==> config.mk <==
export PLATFORM = sky130hd
export DESIGN_NAME = fat32_cluster_chain_reader
export DESIGN_NICKNAME = d
export VERILOG_FILES = /design/src/sv/fccr_pkg.sv /design/src/sv/fccr_ctrl.sv /design/src/sv/fccr_dpath.sv /design/src/sv/fat32_cluster_chain_reader.sv
export VERILOG_INCLUDE_DIRS = /design/src /design/src/sv
export SDC_FILE = /design/constraint.sdc
export NUM_CORES = 1
export LEC_CHECK = 0
export ABC_AREA = 1
export BUFFER_PORTS_ARGS = -buffer_cell sky130_fd_sc_hd__buf_2
export CAP_MARGIN = 25
export CORE_UTILIZATION = 45
export DETAILED_ROUTE_END_ITERATION = 7
export GPL_TIMING_DRIVEN = 0
export PLACE_DENSITY = 0.63
export SYNTH_ARGS = -nofsm -noshare
export SYNTH_HDL_FRONTEND = slang
export SYNTH_SLANG_ARGS = --single-unit
==> constraint.sdc <==
create_clock -name clk_i -period 9.85 [get_ports clk_i]
set_clock_uncertainty 0.2 [all_clocks]
set_input_delay 1.4775 -clock clk_i [delete_from_list [all_inputs] [get_ports clk_i]]
set_output_delay 1.4775 -clock clk_i [all_outputs]
set_load 0.01 [all_outputs]
==> src/sv/fat32_cluster_chain_reader_defines.svh <==
// ----------------------------------------------------------------------------
// FAT32 cluster chain reader assertion macros
// Shorthand for clocked, reset-qualified concurrent checks.
// ----------------------------------------------------------------------------
`ifndef FAT32_CLUSTER_CHAIN_READER_DEFINES_SVH
`define FAT32_CLUSTER_CHAIN_READER_DEFINES_SVH

// Same-cycle implication, sampled on clk_i, off while rst_ni is low.
`define FCCR_ASSERT_SAME(label, ante, cons) \
  label: assert property (@(posedge clk_i) disable iff (!rst_ni) (ante) |-> (cons)) \
    else $error("fccr check failed");

// Next-cycle implication, sampled on clk_i, off while rst_ni is low.
`define FCCR_ASSERT_NEXT(label, ante, cons) \
  label: assert property (@(posedge clk_i) disable iff (!rst_ni) (ante) |=> (cons)) \
    else $error("fccr check failed");

`endif

==> src/sv/fccr_pkg.sv <==
// ----------------------------------------------------------------------------
// FAT32 cluster chain reader package
// Shared types, codes and constants of the chain reader.
// ----------------------------------------------------------------------------
`default_nettype none

package fccr_pkg;

  localparam int unsigned SECTOR_BYTES        = 512;
  localparam int unsigned MAX_CLUSTER_SECTORS = 32;
  localparam int unsigned ENTRY_BYTES         = 4;
  localparam int unsigned ENTRY_SHIFT         = $clog2(SECTOR_BYTES / ENTRY_BYTES);

  localparam int unsigned CS_W      = 6;
  localparam int unsigned LBA_W     = 32;
  localparam int unsigned CLUSTER_W = 28;
  localparam int unsigned FAT_W     = 16;
  localparam int unsigned CFG_IDX_W = 2;

  localparam logic [CLUSTER_W-1:0] CHAIN_END   = 28'h FFFFFF8;
  localparam logic [CLUSTER_W-1:0] BAD_CLUSTER = 28'h FFFFFF7;

  localparam logic [LBA_W-1:0] DATA_LBA_RESET  = 32'd0;
  localparam logic [CS_W-1:0]  CS_RESET        = 6'd1;
  localparam logic [FAT_W-1:0] FAT_LBA_RESET   = 16'd32;

  typedef enum logic [1:0] {
    OP_START = 2'd0,
    OP_REPLY = 2'd1,
    OP_ABORT = 2'd2
  } op_e;

  typedef enum logic [1:0] {
    KIND_DATA = 2'd0,
    KIND_FAT  = 2'd1,
    KIND_DONE = 2'd2
  } kind_e;

  typedef enum logic [1:0] {
    STAT_OK    = 2'd0,
    STAT_SHORT = 2'd1,
    STAT_ERROR = 2'd2
  } status_e;

  typedef enum logic [1:0] {
    CFG_DATA_LBA        = 2'd0,
    CFG_CLUSTER_SECTORS = 2'd1,
    CFG_FAT_LBA         = 2'd2
  } cfg_idx_e;

  typedef enum logic [2:0] {
    ST_IDLE = 3'd0,
    ST_WAIT = 3'd1,
    ST_MUL  = 3'd2,
    ST_BASE = 3'd3,
    ST_DATA = 3'd4,
    ST_FAT  = 3'd5,
    ST_DONE = 3'd6
  } state_e;

  typedef struct packed {
    logic [1:0]  op;
    logic [31:0] cluster_value;
    logic [31:0] file_bytes;
    logic        read_error;
  } in_t;

  typedef struct packed {
    logic [1:0]  kind;
    logic [31:0] sector_lba;
    logic [8:0]  entry_offset;
    logic [9:0]  valid_bytes;
    logic [1:0]  status;
    logic        last;
  } out_t;

  // Controller to datapath.
  typedef struct packed {
    logic    load_start;
    logic    load_reply;
    logic    mul;
    logic    base;
    logic    emit;
    kind_e   emit_kind;
    status_e done_status;
  } cmd_t;

  // Datapath to controller.
  typedef struct packed {
    logic       out_ready;
    logic [1:0] op;
    logic       in_rerr;
    logic       in_size_zero;
    logic       in_end;
    logic       in_bad;
    logic       last_chunk;
    logic       last_sector;
  } sts_t;

endpackage

`default_nettype wire

==> src/sv/fccr_ctrl.sv <==
// ----------------------------------------------------------------------------
// FAT32 cluster chain reader controller
// Sequences start, multiply, base, data reads, FAT read and done.
// ----------------------------------------------------------------------------
`default_nettype none

module fccr_ctrl (
  input  wire logic            clk_i,
  input  wire logic            rst_ni,
  input  wire logic            in_valid_i,
  output logic                 in_stall_o,
  input  wire fccr_pkg::sts_t  sts_i,
  output fccr_pkg::cmd_t       cmd_o,
  output fccr_pkg::state_e     state_o
);

  fccr_pkg::state_e  state_q, state_d;
  fccr_pkg::status_e status_q, status_d;
  logic              in_ready;
  logic              accept;

  assign in_ready   = (state_q == fccr_pkg::ST_IDLE) || (state_q == fccr_pkg::ST_WAIT);
  assign accept     = in_valid_i && in_ready;
  assign in_stall_o = !in_ready;
  assign state_o    = state_q;

  always_ff @(posedge clk_i or negedge rst_ni) begin
    if (!rst_ni) begin
      state_q  <= fccr_pkg::ST_IDLE;
      status_q <= fccr_pkg::STAT_OK;
    end else begin
      state_q  <= state_d;
      status_q <= status_d;
    end
  end

  // Next state.
  always_comb begin
    state_d  = state_q;
    status_d = status_q;
    unique case (state_q)
      fccr_pkg::ST_IDLE, fccr_pkg::ST_WAIT: begin
        if (accept) begin
          unique case (sts_i.op)
            fccr_pkg::OP_START: begin
              if (sts_i.in_size_zero) begin
                state_d  = fccr_pkg::ST_DONE;
                status_d = fccr_pkg::STAT_OK;
              end else if (sts_i.in_end) begin
                state_d  = fccr_pkg::ST_DONE;
                status_d = fccr_pkg::STAT_SHORT;
              end else begin
                state_d = fccr_pkg::ST_MUL;
              end
            end
            fccr_pkg::OP_REPLY: begin
              if (state_q == fccr_pkg::ST_WAIT) begin
                if (sts_i.in_rerr || sts_i.in_bad) begin
                  state_d  = fccr_pkg::ST_DONE;
                  status_d = fccr_pkg::STAT_ERROR;
                end else if (sts_i.in_end) begin
                  state_d  = fccr_pkg::ST_DONE;
                  status_d = fccr_pkg::STAT_SHORT;
                end else begin
                  state_d = fccr_pkg::ST_MUL;
                end
              end
            end
            fccr_pkg::OP_ABORT: begin
              if (state_q == fccr_pkg::ST_WAIT) begin
                state_d  = fccr_pkg::ST_DONE;
                status_d = fccr_pkg::STAT_ERROR;
              end
            end
            default: begin
              state_d = state_q;
            end
          endcase
        end
      end
      fccr_pkg::ST_MUL:  state_d = fccr_pkg::ST_BASE;
      fccr_pkg::ST_BASE: state_d = fccr_pkg::ST_DATA;
      fccr_pkg::ST_DATA: begin
        if (sts_i.out_ready) begin
          if (sts_i.last_chunk) begin
            state_d  = fccr_pkg::ST_DONE;
            status_d = fccr_pkg::STAT_OK;
          end else if (sts_i.last_sector) begin
            state_d = fccr_pkg::ST_FAT;
          end
        end
      end
      fccr_pkg::ST_FAT: begin
        if (sts_i.out_ready) state_d = fccr_pkg::ST_WAIT;
      end
      fccr_pkg::ST_DONE: begin
        if (sts_i.out_ready) state_d = fccr_pkg::ST_IDLE;
      end
      default: state_d = fccr_pkg::ST_IDLE;
    endcase
  end

  // Commands.
  always_comb begin
    cmd_o             = '0;
    cmd_o.emit_kind   = fccr_pkg::KIND_DATA;
    cmd_o.done_status = status_q;
    unique case (state_q)
      fccr_pkg::ST_IDLE, fccr_pkg::ST_WAIT: begin
        cmd_o.load_start = accept && (sts_i.op == fccr_pkg::OP_START);
        cmd_o.load_reply = accept && (sts_i.op == fccr_pkg::OP_REPLY)
                           && (state_q == fccr_pkg::ST_WAIT);
      end
      fccr_pkg::ST_MUL:  cmd_o.mul  = 1'b1;
      fccr_pkg::ST_BASE: cmd_o.base = 1'b1;
      fccr_pkg::ST_DATA: begin
        cmd_o.emit      = sts_i.out_ready;
        cmd_o.emit_kind = fccr_pkg::KIND_DATA;
      end
      fccr_pkg::ST_FAT: begin
        cmd_o.emit      = sts_i.out_ready;
        cmd_o.emit_kind = fccr_pkg::KIND_FAT;
      end
      fccr_pkg::ST_DONE: begin
        cmd_o.emit      = sts_i.out_ready;
        cmd_o.emit_kind = fccr_pkg::KIND_DONE;
      end
      default: cmd_o.emit = 1'b0;
    endcase
  end

endmodule

`default_nettype wire

==> src/sv/fccr_dpath.sv <==
// ----------------------------------------------------------------------------
// FAT32 cluster chain reader datapath
// Configuration registers, chain state, LBA arithmetic and output register.
// ----------------------------------------------------------------------------
`default_nettype none

module fccr_dpath #(
  parameter int unsigned MaxClusterSectors = fccr_pkg::MAX_CLUSTER_SECTORS
) (
  input  wire logic                          clk_i,
  input  wire logic                          rst_ni,
  input  wire logic                          cfg_we_i,
  input  wire logic [fccr_pkg::CFG_IDX_W-1:0] cfg_index_i,
  input  wire logic [31:0]                   cfg_data_i,
  input  wire fccr_pkg::in_t                 in_data_i,
  input  wire fccr_pkg::cmd_t                cmd_i,
  output fccr_pkg::sts_t                     sts_o,
  input  wire logic                          out_stall_i,
  output logic                               out_valid_o,
  output fccr_pkg::out_t                     out_data_o
);

  localparam int unsigned SecW = (MaxClusterSectors > 1) ? $clog2(MaxClusterSectors) : 1;
  localparam int unsigned CsW  = fccr_pkg::CS_W;

  logic [31:0]                     data_lba_q;
  logic [CsW-1:0]                  cs_q;
  logic [fccr_pkg::FAT_W-1:0]      fat_lba_q;
  logic [fccr_pkg::CLUSTER_W-1:0]  cluster_q;
  logic [31:0]                     bytes_q;
  logic [31:0]                     prod_q;
  logic [31:0]                     lba_q;
  logic [SecW-1:0]                 sec_q;
  logic                            out_valid_q;
  fccr_pkg::out_t                  out_q;

  logic [CsW-1:0]                  spc;
  logic [fccr_pkg::CLUSTER_W-1:0]  in_cluster;
  logic [31:0]                     clus_m2;
  logic [37:0]                     prod_full;
  logic [9:0]                      chunk;
  logic                            out_ready;
  logic                            emit_data;
  logic [31:0]                     fat_lba;
  logic [8:0]                      entry_off;
  fccr_pkg::out_t                  out_d;

  // Effective sectors per cluster: zero acts as one, saturate at the maximum.
  always_comb begin
    if (cs_q == '0) begin
      spc = CsW'(1);
    end else if (cs_q > CsW'(MaxClusterSectors)) begin
      spc = CsW'(MaxClusterSectors);
    end else begin
      spc = cs_q;
    end
  end

  assign in_cluster = in_data_i.cluster_value[fccr_pkg::CLUSTER_W-1:0];
  assign clus_m2    = {4'b0000, cluster_q} - 32'd2;
  assign prod_full  = 38'(clus_m2) * 38'(spc);
  assign chunk      = (bytes_q < 32'(fccr_pkg::SECTOR_BYTES)) ? bytes_q[9:0]
                                                              : 10'(fccr_pkg::SECTOR_BYTES);
  assign out_ready  = !out_valid_q || !out_stall_i;
  assign emit_data  = cmd_i.emit && (cmd_i.emit_kind == fccr_pkg::KIND_DATA);
  assign fat_lba    = 32'(fat_lba_q) + 32'(cluster_q >> fccr_pkg::ENTRY_SHIFT);
  assign entry_off  = 9'({cluster_q[fccr_pkg::ENTRY_SHIFT-1:0], 2'b00});

  always_comb begin
    sts_o              = '0;
    sts_o.out_ready    = out_ready;
    sts_o.op           = in_data_i.op;
    sts_o.in_rerr      = in_data_i.read_error;
    sts_o.in_size_zero = (in_data_i.file_bytes == '0);
    sts_o.in_end       = (in_cluster >= fccr_pkg::CHAIN_END);
    sts_o.in_bad       = (in_cluster == fccr_pkg::BAD_CLUSTER);
    sts_o.last_chunk   = (bytes_q <= 32'(fccr_pkg::SECTOR_BYTES));
    sts_o.last_sector  = (CsW'(sec_q) == (spc - CsW'(1)));
  end

  always_ff @(posedge clk_i or negedge rst_ni) begin
    if (!rst_ni) begin
      data_lba_q <= fccr_pkg::DATA_LBA_RESET;
      cs_q       <= fccr_pkg::CS_RESET;
      fat_lba_q  <= fccr_pkg::FAT_LBA_RESET;
    end else if (cfg_we_i) begin
      unique case (cfg_index_i)
        fccr_pkg::CFG_DATA_LBA:        data_lba_q <= cfg_data_i;
        fccr_pkg::CFG_CLUSTER_SECTORS: cs_q       <= cfg_data_i[CsW-1:0];
        fccr_pkg::CFG_FAT_LBA:         fat_lba_q  <= cfg_data_i[fccr_pkg::FAT_W-1:0];
        default:                       data_lba_q <= data_lba_q;
      endcase
    end
  end

  always_ff @(posedge clk_i) begin
    if (cmd_i.load_start) begin
      cluster_q <= in_cluster;
      bytes_q   <= in_data_i.file_bytes;
    end else if (cmd_i.load_reply) begin
      cluster_q <= in_cluster;
    end else if (emit_data) begin
      bytes_q <= bytes_q - 32'(chunk);
    end
    if (cmd_i.mul) begin
      prod_q <= prod_full[31:0];
    end
    if (cmd_i.base) begin
      lba_q <= data_lba_q + prod_q;
      sec_q <= '0;
    end else if (emit_data) begin
      lba_q <= lba_q + 32'd1;
      sec_q <= sec_q + SecW'(1);
    end
  end

  // Assemble the result for the current emit.
  always_comb begin
    out_d      = '0;
    out_d.kind = cmd_i.emit_kind;
    unique case (cmd_i.emit_kind)
      fccr_pkg::KIND_DATA: begin
        out_d.sector_lba  = lba_q;
        out_d.valid_bytes = chunk;
      end
      fccr_pkg::KIND_FAT: begin
        out_d.sector_lba   = fat_lba;
        out_d.entry_offset = entry_off;
        out_d.last         = 1'b1;
      end
      fccr_pkg::KIND_DONE: begin
        out_d.status = cmd_i.done_status;
        out_d.last   = 1'b1;
      end
      default: out_d.last = 1'b0;
    endcase
  end

  always_ff @(posedge clk_i or negedge rst_ni) begin
    if (!rst_ni) begin
      out_valid_q <= 1'b0;
    end else if (cmd_i.emit) begin
      out_valid_q <= 1'b1;
    end else if (!out_stall_i) begin
      out_valid_q <= 1'b0;
    end
  end

  always_ff @(posedge clk_i) begin
    if (cmd_i.emit) begin
      out_q <= out_d;
    end
  end

  assign out_valid_o = out_valid_q;
  assign out_data_o  = out_q;

endmodule

`default_nettype wire

==> src/sv/fat32_cluster_chain_reader.sv <==
// ----------------------------------------------------------------------------
// FAT32 cluster chain reader
// Walks a file's cluster chain and issues data and FAT sector read requests.
// ----------------------------------------------------------------------------
// Usage:
//   in channel  (in_valid_i / in_stall_o / in_data_i): start a file (op 0),
//     return a FAT entry (op 1) or abort after a data read error (op 2).
//     A transaction is taken only while the block is idle or waits for a
//     FAT entry; a reply or an abort taken while idle, and op 3, is dropped.
//   out channel (out_valid_o / out_stall_i / out_data_o): data sector
//     reads, one FAT sector read per cluster while bytes remain, and a
//     done transaction with the status. Every run ends with last = 1.
//   cfg channel (cfg_valid_i / cfg_ready_o): always ready; write only idle.
// Sequence: per cluster, the multiply state and then the base (add) state
//   compute the base LBA, then one result leaves per cycle while the
//   receiver does not stall: up to sectors-per-cluster data reads and
//   one FAT read. Start and reply items that end the run pass through
//   the done state into the output register.
// A stalled receiver holds the output register and freezes the sequencer.
// Reset idles the sequencer, clears the output valid and loads the
// register defaults.
// ----------------------------------------------------------------------------
`default_nettype none

`include "fat32_cluster_chain_reader_defines.svh"

module fat32_cluster_chain_reader #(
  parameter int unsigned MaxClusterSectors = fccr_pkg::MAX_CLUSTER_SECTORS
) (
  input  wire logic                           clk_i,
  input  wire logic                           rst_ni,
  input  wire logic                           cfg_valid_i,
  output logic                                cfg_ready_o,
  input  wire logic [fccr_pkg::CFG_IDX_W-1:0] cfg_index_i,
  input  wire logic [31:0]                    cfg_data_i,
  input  wire logic                           in_valid_i,
  output logic                                in_stall_o,
  input  wire fccr_pkg::in_t                  in_data_i,
  output logic                                out_valid_o,
  input  wire logic                           out_stall_i,
  output fccr_pkg::out_t                      out_data_o
);

  fccr_pkg::cmd_t   cmd;
  fccr_pkg::sts_t   sts;
  fccr_pkg::state_e state;

  // Configuration never back-pressures.
  assign cfg_ready_o = 1'b1;

  fccr_ctrl u_ctrl (
    .clk_i      (clk_i),
    .rst_ni     (rst_ni),
    .in_valid_i (in_valid_i),
    .in_stall_o (in_stall_o),
    .sts_i      (sts),
    .cmd_o      (cmd),
    .state_o    (state)
  );

  fccr_dpath #(
    .MaxClusterSectors (MaxClusterSectors)
  ) u_dpath (
    .clk_i       (clk_i),
    .rst_ni      (rst_ni),
    .cfg_we_i    (cfg_valid_i && cfg_ready_o),
    .cfg_index_i (cfg_index_i),
    .cfg_data_i  (cfg_data_i),
    .in_data_i   (in_data_i),
    .cmd_i       (cmd),
    .sts_o       (sts),
    .out_stall_i (out_stall_i),
    .out_valid_o (out_valid_o),
    .out_data_o  (out_data_o)
  );

  // Input transactions land only while idle or waiting for a FAT entry.
  `FCCR_ASSERT_SAME(a_accept_state, in_valid_i && !in_stall_o,
                    (state == fccr_pkg::ST_IDLE) || (state == fccr_pkg::ST_WAIT))
  // Never overwrite a result the receiver has not taken.
  `FCCR_ASSERT_SAME(a_emit_ready, cmd.emit, sts.out_ready)
  // Data reads carry file bytes and never close a run.
  `FCCR_ASSERT_SAME(a_data_shape, out_valid_o && (out_data_o.kind == fccr_pkg::KIND_DATA),
                    !out_data_o.last && (out_data_o.valid_bytes != '0))
  // A FAT read always leaves the sequencer waiting for the reply.
  `FCCR_ASSERT_NEXT(a_fat_wait, cmd.emit && (cmd.emit_kind == fccr_pkg::KIND_FAT),
                    state == fccr_pkg::ST_WAIT)

endmodule

`default_nettype wire

After elaboration in Yosys (flattened, before gate mapping)
Cells that the tools add are included.
Word-level totals
  flip-flop bits (word level): 245
  input port bits: 106
  output and inout bits: 59
  word-level logic and storage cells: 127
Cells by class
  add/sub/neg operators: 7
  multiply operators: 1
  order comparisons: 4
  eq/ne operators: 25
  muxes and demuxes: 42
  reduce and logical (&&, ||, !) cells: 30
Operator list (number)
  32-bit 2-to-1 mux: 5
  32-bit one-hot mux with 2 select lines: 1
  28-bit 2-to-1 mux: 2
  3-bit 2-to-1 mux: 11
  32-bit by 1-bit adder with 32-bit output (second input constant): 1
  32-bit adder: 1
  32-bit by 10-bit less-or-equal comparator with 1-bit output (second input constant): 1
  32-bit logical NOT: 1
  32-bit by 10-bit < comparator with 1-bit output (second input constant): 1
  32-bit by 6-bit multiplier with 32-bit output: 1
  32-bit by 10-bit subtractor with 32-bit output: 1
  28-bit by 2-bit subtractor with 29-bit output (second input constant): 1
  28-bit == test (second input constant): 1
  28-bit greater-or-equal comparator (second input constant): 1
  16-bit by 21-bit adder with 22-bit output: 1
  2-bit 2-to-1 mux: 9
  3-bit one-hot mux with 6 select lines: 1
  6-bit 2-to-1 mux: 2
  2-bit by 1-bit inequality test with 1-bit output (second input constant): 6
  10-bit 2-to-1 mux: 1
  3-bit == test (second input constant): 3
  3-bit one-hot mux with 3 select lines: 1
  2-bit one-hot mux with 2 select lines: 2
  2-bit AND reduction: 4
  25 further kinds: 50

Depth between registers and ports, before layout
  depth after elaboration: 9
  gate-level depth with buffers: 28
  depth with buffers taken out: 28

By module
A second synthesis with hierarchy kept.
Unflattened totals
  cells, all modules: 2503
  area, all modules: 19945.4 sq um
By module, submodules not included
  fccr_dpath: times used 1, cells each 2402, area each 19379.8 sq um, sequential area each 6824.0 sq um
  fccr_ctrl: times used 1, cells each 99, area each 554.3 sq um, sequential area each 125.1 sq um
  fat32_cluster_chain_reader: times used 1, cells each 2, area each 11.3 sq um, sequential area each 0.0 sq um

Worst setup path before layout
Ideal clock, no wire load.
  path kind: input to register
  start: input port out_stall_i
  end: register u_dpath.bytes_q[0], enable pin
  library setup time: 0.390 ns
  arrival time: 5.226 ns
  data required time: 9.260 ns
  path slack: 4.034 ns
  stages on the path: 5
  path buffers: 0
  cells stage by stage: nand2_1 > inv_1 > nor2_1 > nand2_1 > nand2_1
RTL lines
  from (decl): line fat32_cluster_chain_reader.sv:40  | input wire logic out_stall_i,
  to (signal assigned): line fccr_dpath.sv:99  | bytes_q <= in_data_i.file_bytes;
  to (signal assigned): line fccr_dpath.sv:103  | bytes_q <= bytes_q - 32'(chunk);
  to (decl): line fccr_dpath.sv:30  | logic [31:0] bytes_q;

Final worst setup path
  start: register u_dpath.cluster_q[1] (netlist bit)
  end: register u_dpath.prod_q[25], data pin
Between the ends
  cells in the longest elaborated chain, start to end: 2
Ends and longest elaborated chain
  from (decl): line fccr_dpath.sv:29  | logic [fccr_pkg::CLUSTER_W-1:0] cluster_q;
  from (signal assigned): line fccr_dpath.sv:98  | cluster_q <= in_cluster;
  from (signal assigned): line fccr_dpath.sv:101  | cluster_q <= in_cluster;
  28-bit by 2-bit subtractor with 29-bit output: line fccr_dpath.sv:60  | assign clus_m2 = {4'b0000, cluster_q} - 32'd2;
  32-bit by 6-bit multiplier with 32-bit output: line fccr_dpath.sv:61  | assign prod_full = 38'(clus_m2) * 38'(spc);
  named net u_dpath.prod_full[25]: line fccr_dpath.sv:40  | logic [37:0] prod_full;
  to (signal assigned): line fccr_dpath.sv:106  | prod_q <= prod_full[31:0];
  to (decl): line fccr_dpath.sv:31  | logic [31:0] prod_q;
The timed path passes the listed nets, and every way through them passes these cells.
A chain may end at the register's enable or synchronous reset.

==> reports/metrics.yaml <==
cells_and_area:
  drive_gt1_share_pct: 9.68
  instances_no_fill: 3364
  num_antenna_cells: 0
  syn_to_final_growth_pct: 12.8
  final_cell_mix: "nand2_1 (554), inv_1 (402), nor2_1 (381)"
  fin_util_pct: 51.8
  fin_area_um2: 22500
  fill_cells: 4242
  nNetsFinal: 3068
  layout_commonest_cell: "nand2_1"
die:
  boundaryPins: 165
  coreArea_um2: 43500
  start_util_pct: 46.0
  die_y_um: 213
  dieArea_um2: 45200
  die_w_um: 213
  num_rows: 76
placed_design:
  gp_congestion: 0.971
  dp_slack_ps: 3600
  dpl_cell_area_um2: 21600
  dp_hpwl_um: 52600
  dp_cells: 3314
  numPortBuffers: 157
yosys:
  yosys.area_share.simple_pct: 25.5
  synth_seq_cells: 243
  ys_warn_count: 0
  synthAdderAreaFrac_pct: 16.9
  synth_top_family_by_area: "simple AND/OR/NAND/NOR gates"
  synth_top_area_share_pct: 26.8
  synth_compound_gate_area_share_pct: 9.09
  synth.area.mux_share_pct: 0.902
  syn_area_per_cell_um2: 7.79
  synth_area_leaders: "edfxtp_1 (27%), fa_1 (11%), nand2_1 (10%)"
  ys_seq_area_share_pct: 34.8
  synth-xor-area-share_pct: 4.06
  synth_area_um2: 20000
  synth.distinct_cells: 51
  synth_top_area_cell: "edfxtp_1"
  synthCells: 2565
global_route:
  grt_pass1_wl_um: 99100
  grt_pass1_vias: 17500
  grt_max_degree: 40
  grt_antenna_before_repair: 0
  grtUsageTotal_pct: 28.9
  grt-ovfl-total: 0
hold_path:
  holdPathStages: 2
  worstHoldPathType: "reg -> reg"
critical_path:
  worstSetupPathType: "reg -> reg"
  required_ps: 9950
  rr_worst_depth: 25
  critPathCaptureType: "flip-flop"
  startpoint_type: "flip-flop"
  path_max_fanout: 6
  cp.arrival_ps: 6480
timing:
  finalCriticalPeriod_ps: 6380
  maxSlewHeadroom_pct: 37.8
  worstMarginPinSlew_ps: 931
  fmax_mhz: 157
  final-max-slew-violation-count: 0
  fin_hold_ws_ps: 289
  setup_violations: 0
  rsz0062_at_grt: "no"
  finalWorstSetupSlack_ps: 3470
  finalCritPeriodShare_pct: 64.7
  totalNegativeSetupSlack_ps: 0
  hold_violations: 0
clocking:
  cts_made_buffers: 27
  ctsResizeCount: 0
  cts_buffer_depth: 3
  cts.sinks: 243
  cts-root-buf: "clkbuf_16"
  clk_pin_slew_ps: 60
  postCtsHoldBufs: 0
  cts_tree: "built"
  clkLatencyLatePin_ps: 560
  postCtsSetupBuffers: 0
  htreeDepth: 1
routing:
  wire_per_inst_um: 18.9
  first_pass_iters: 6
  drc: 0
  final_antenna_net_count: 0
  vias: 18000
  via_per_inst: 5.34
  routed_wl_um: 63700
  drtIter0Drc: 1276
job:
  max_cap_viol_count: 0
power_and_ir_drop:
  p_per_area_nw_per_um2: 258
  power_mw: 5.80
  p_leak_nw: 10.6
  peakVddDrop_v: 0.000231
run_status:
  status: "finished, final reports clean"
[worst paths after layout]
kind                                        from                      to  slack (ps)
setup / recovery            u_dpath.cluster_q[1]      u_dpath.prod_q[25]        3470
hold / removal             u_dpath.fat_lba_q[11]   u_dpath.fat_lba_q[11]         290
setup reg to reg            u_dpath.cluster_q[1]      u_dpath.prod_q[25]        3470
hold reg to reg            u_dpath.fat_lba_q[11]   u_dpath.fat_lba_q[11]         290
max in group asynchronous                 rst_ni         u_dpath.cs_q[0]        8070
min in group asynchronous                 rst_ni  u_dpath.data_lba_q[29]         690
[worst max-delay path: stages (launching register included)]
cell and delay (ps):
edfxtp_1 510, inv_1 230, ha_1 240, inv_1 60, nor3_2 190, nand2_2 120, nor2_4 160, nand2_2 90
nor2_4 110, nand2_2 110, xor2_1 570, nor2_1 120, fa_1 490, fa_1 560, inv_1 60, fa_1 580
inv_1 60, ha_1 420, nand2_1 100, inv_1 90, nand2_1 80, nor3_1 350, nand4_1 150, nand3_1 190
a21oi_1 110, xnor2_1 150
[layer usage]
layer	part of all wire (%)	GRT usage (%)
met5	0	0
met4	3.4	10.5
met3	5.3	2.18
met2	47	47.9
met1	44	39.6
[state kept, by name, summed over array words and instances, names as in the netlist]
| name | count |
|---|---|
| u_dpath.fat_lba_q | 16 |
| u_ctrl.state_o | 3 |
| u_dpath.out_data_o | 54 |
| u_dpath.cluster_q | 28 |
| u_dpath.prod_q | 32 |
| u_ctrl.status_q | 2 |
| u_dpath.out_valid_o | 1 |
| u_dpath.sec_q | 5 |
| u_dpath.data_lba_q | 32 |
| u_dpath.lba_q | 32 |
| u_dpath.bytes_q | 32 |
| u_dpath.cs_q | 6 |
[synth_stat cells, drive strengths merged]
| master | count |
|---|---|
| o41ai | 1 |
| xnor2 | 29 |
| o21ai | 173 |
| nor2 | 392 |
| a211oi | 1 |
| clkbuf | 37 |
| a21oi | 113 |
| dfrtp | 58 |
| o21a | 3 |
| a21boi | 5 |
| dfxtp | 5 |
| a21o | 8 |
| o311ai | 1 |
| inv | 402 |
| ha | 93 |
| o2111ai | 1 |
| nor3 | 50 |
| xor2 | 62 |
| or2 | 11 |
| a31oi | 15 |
| dfstp | 2 |
| and3 | 3 |
| o221ai | 1 |
| o211ai | 3 |
| mux2 | 16 |
| conb | 2 |
| fa | 111 |
| o32ai | 1 |
| nor4 | 6 |
| nand2 | 561 |
| and2 | 1 |
| o22ai | 7 |
| buf | 15 |
| o21bai | 7 |
| clkinv | 2 |
| edfxtp | 178 |
| nand3 | 128 |
| nor3b | 2 |
| nand4 | 50 |
| nand3b | 9 |
[kinds of logic (layout without fill, tap and decap cells)]
family,count (synthesis),in the layout
buffers and inverters,456,668
adders and majority gates,204,204
DFF,243,243
xor gates and xnor gates,91,91
and+or+nand+nor,1213,1213
muxes,16,16
other,2,4
AOI/OAI and AO/OA,340,340
[report_power, final]
part           leakage (nW)  switching, mW  internal, mW
logic                  7.67           1.96         0.966
clock network         0.428          0.422         0.594
registers              2.46          0.241          1.62
total                  10.6           2.62          3.19
[final cells by class]
| type | instances | area [um^2] | share of cell area [%] |
|---|---|---|---|
| repair buffers | 162 | 908 | 4.03 |
| clock buffers | 35 | 716 | 3.18 |
| multi-input cells | 1868 | 11300 | 50.2 |
| flip-flops and latches | 243 | 6950 | 30.8 |
| inverters | 404 | 1520 | 6.73 |
| well taps | 585 | 732 | 3.25 |
| clock inverters | 15 | 170 | 0.755 |
| plain buffers | 52 | 224 | 0.994 |
Note: power is estimated with default switching activity, not from simulation.
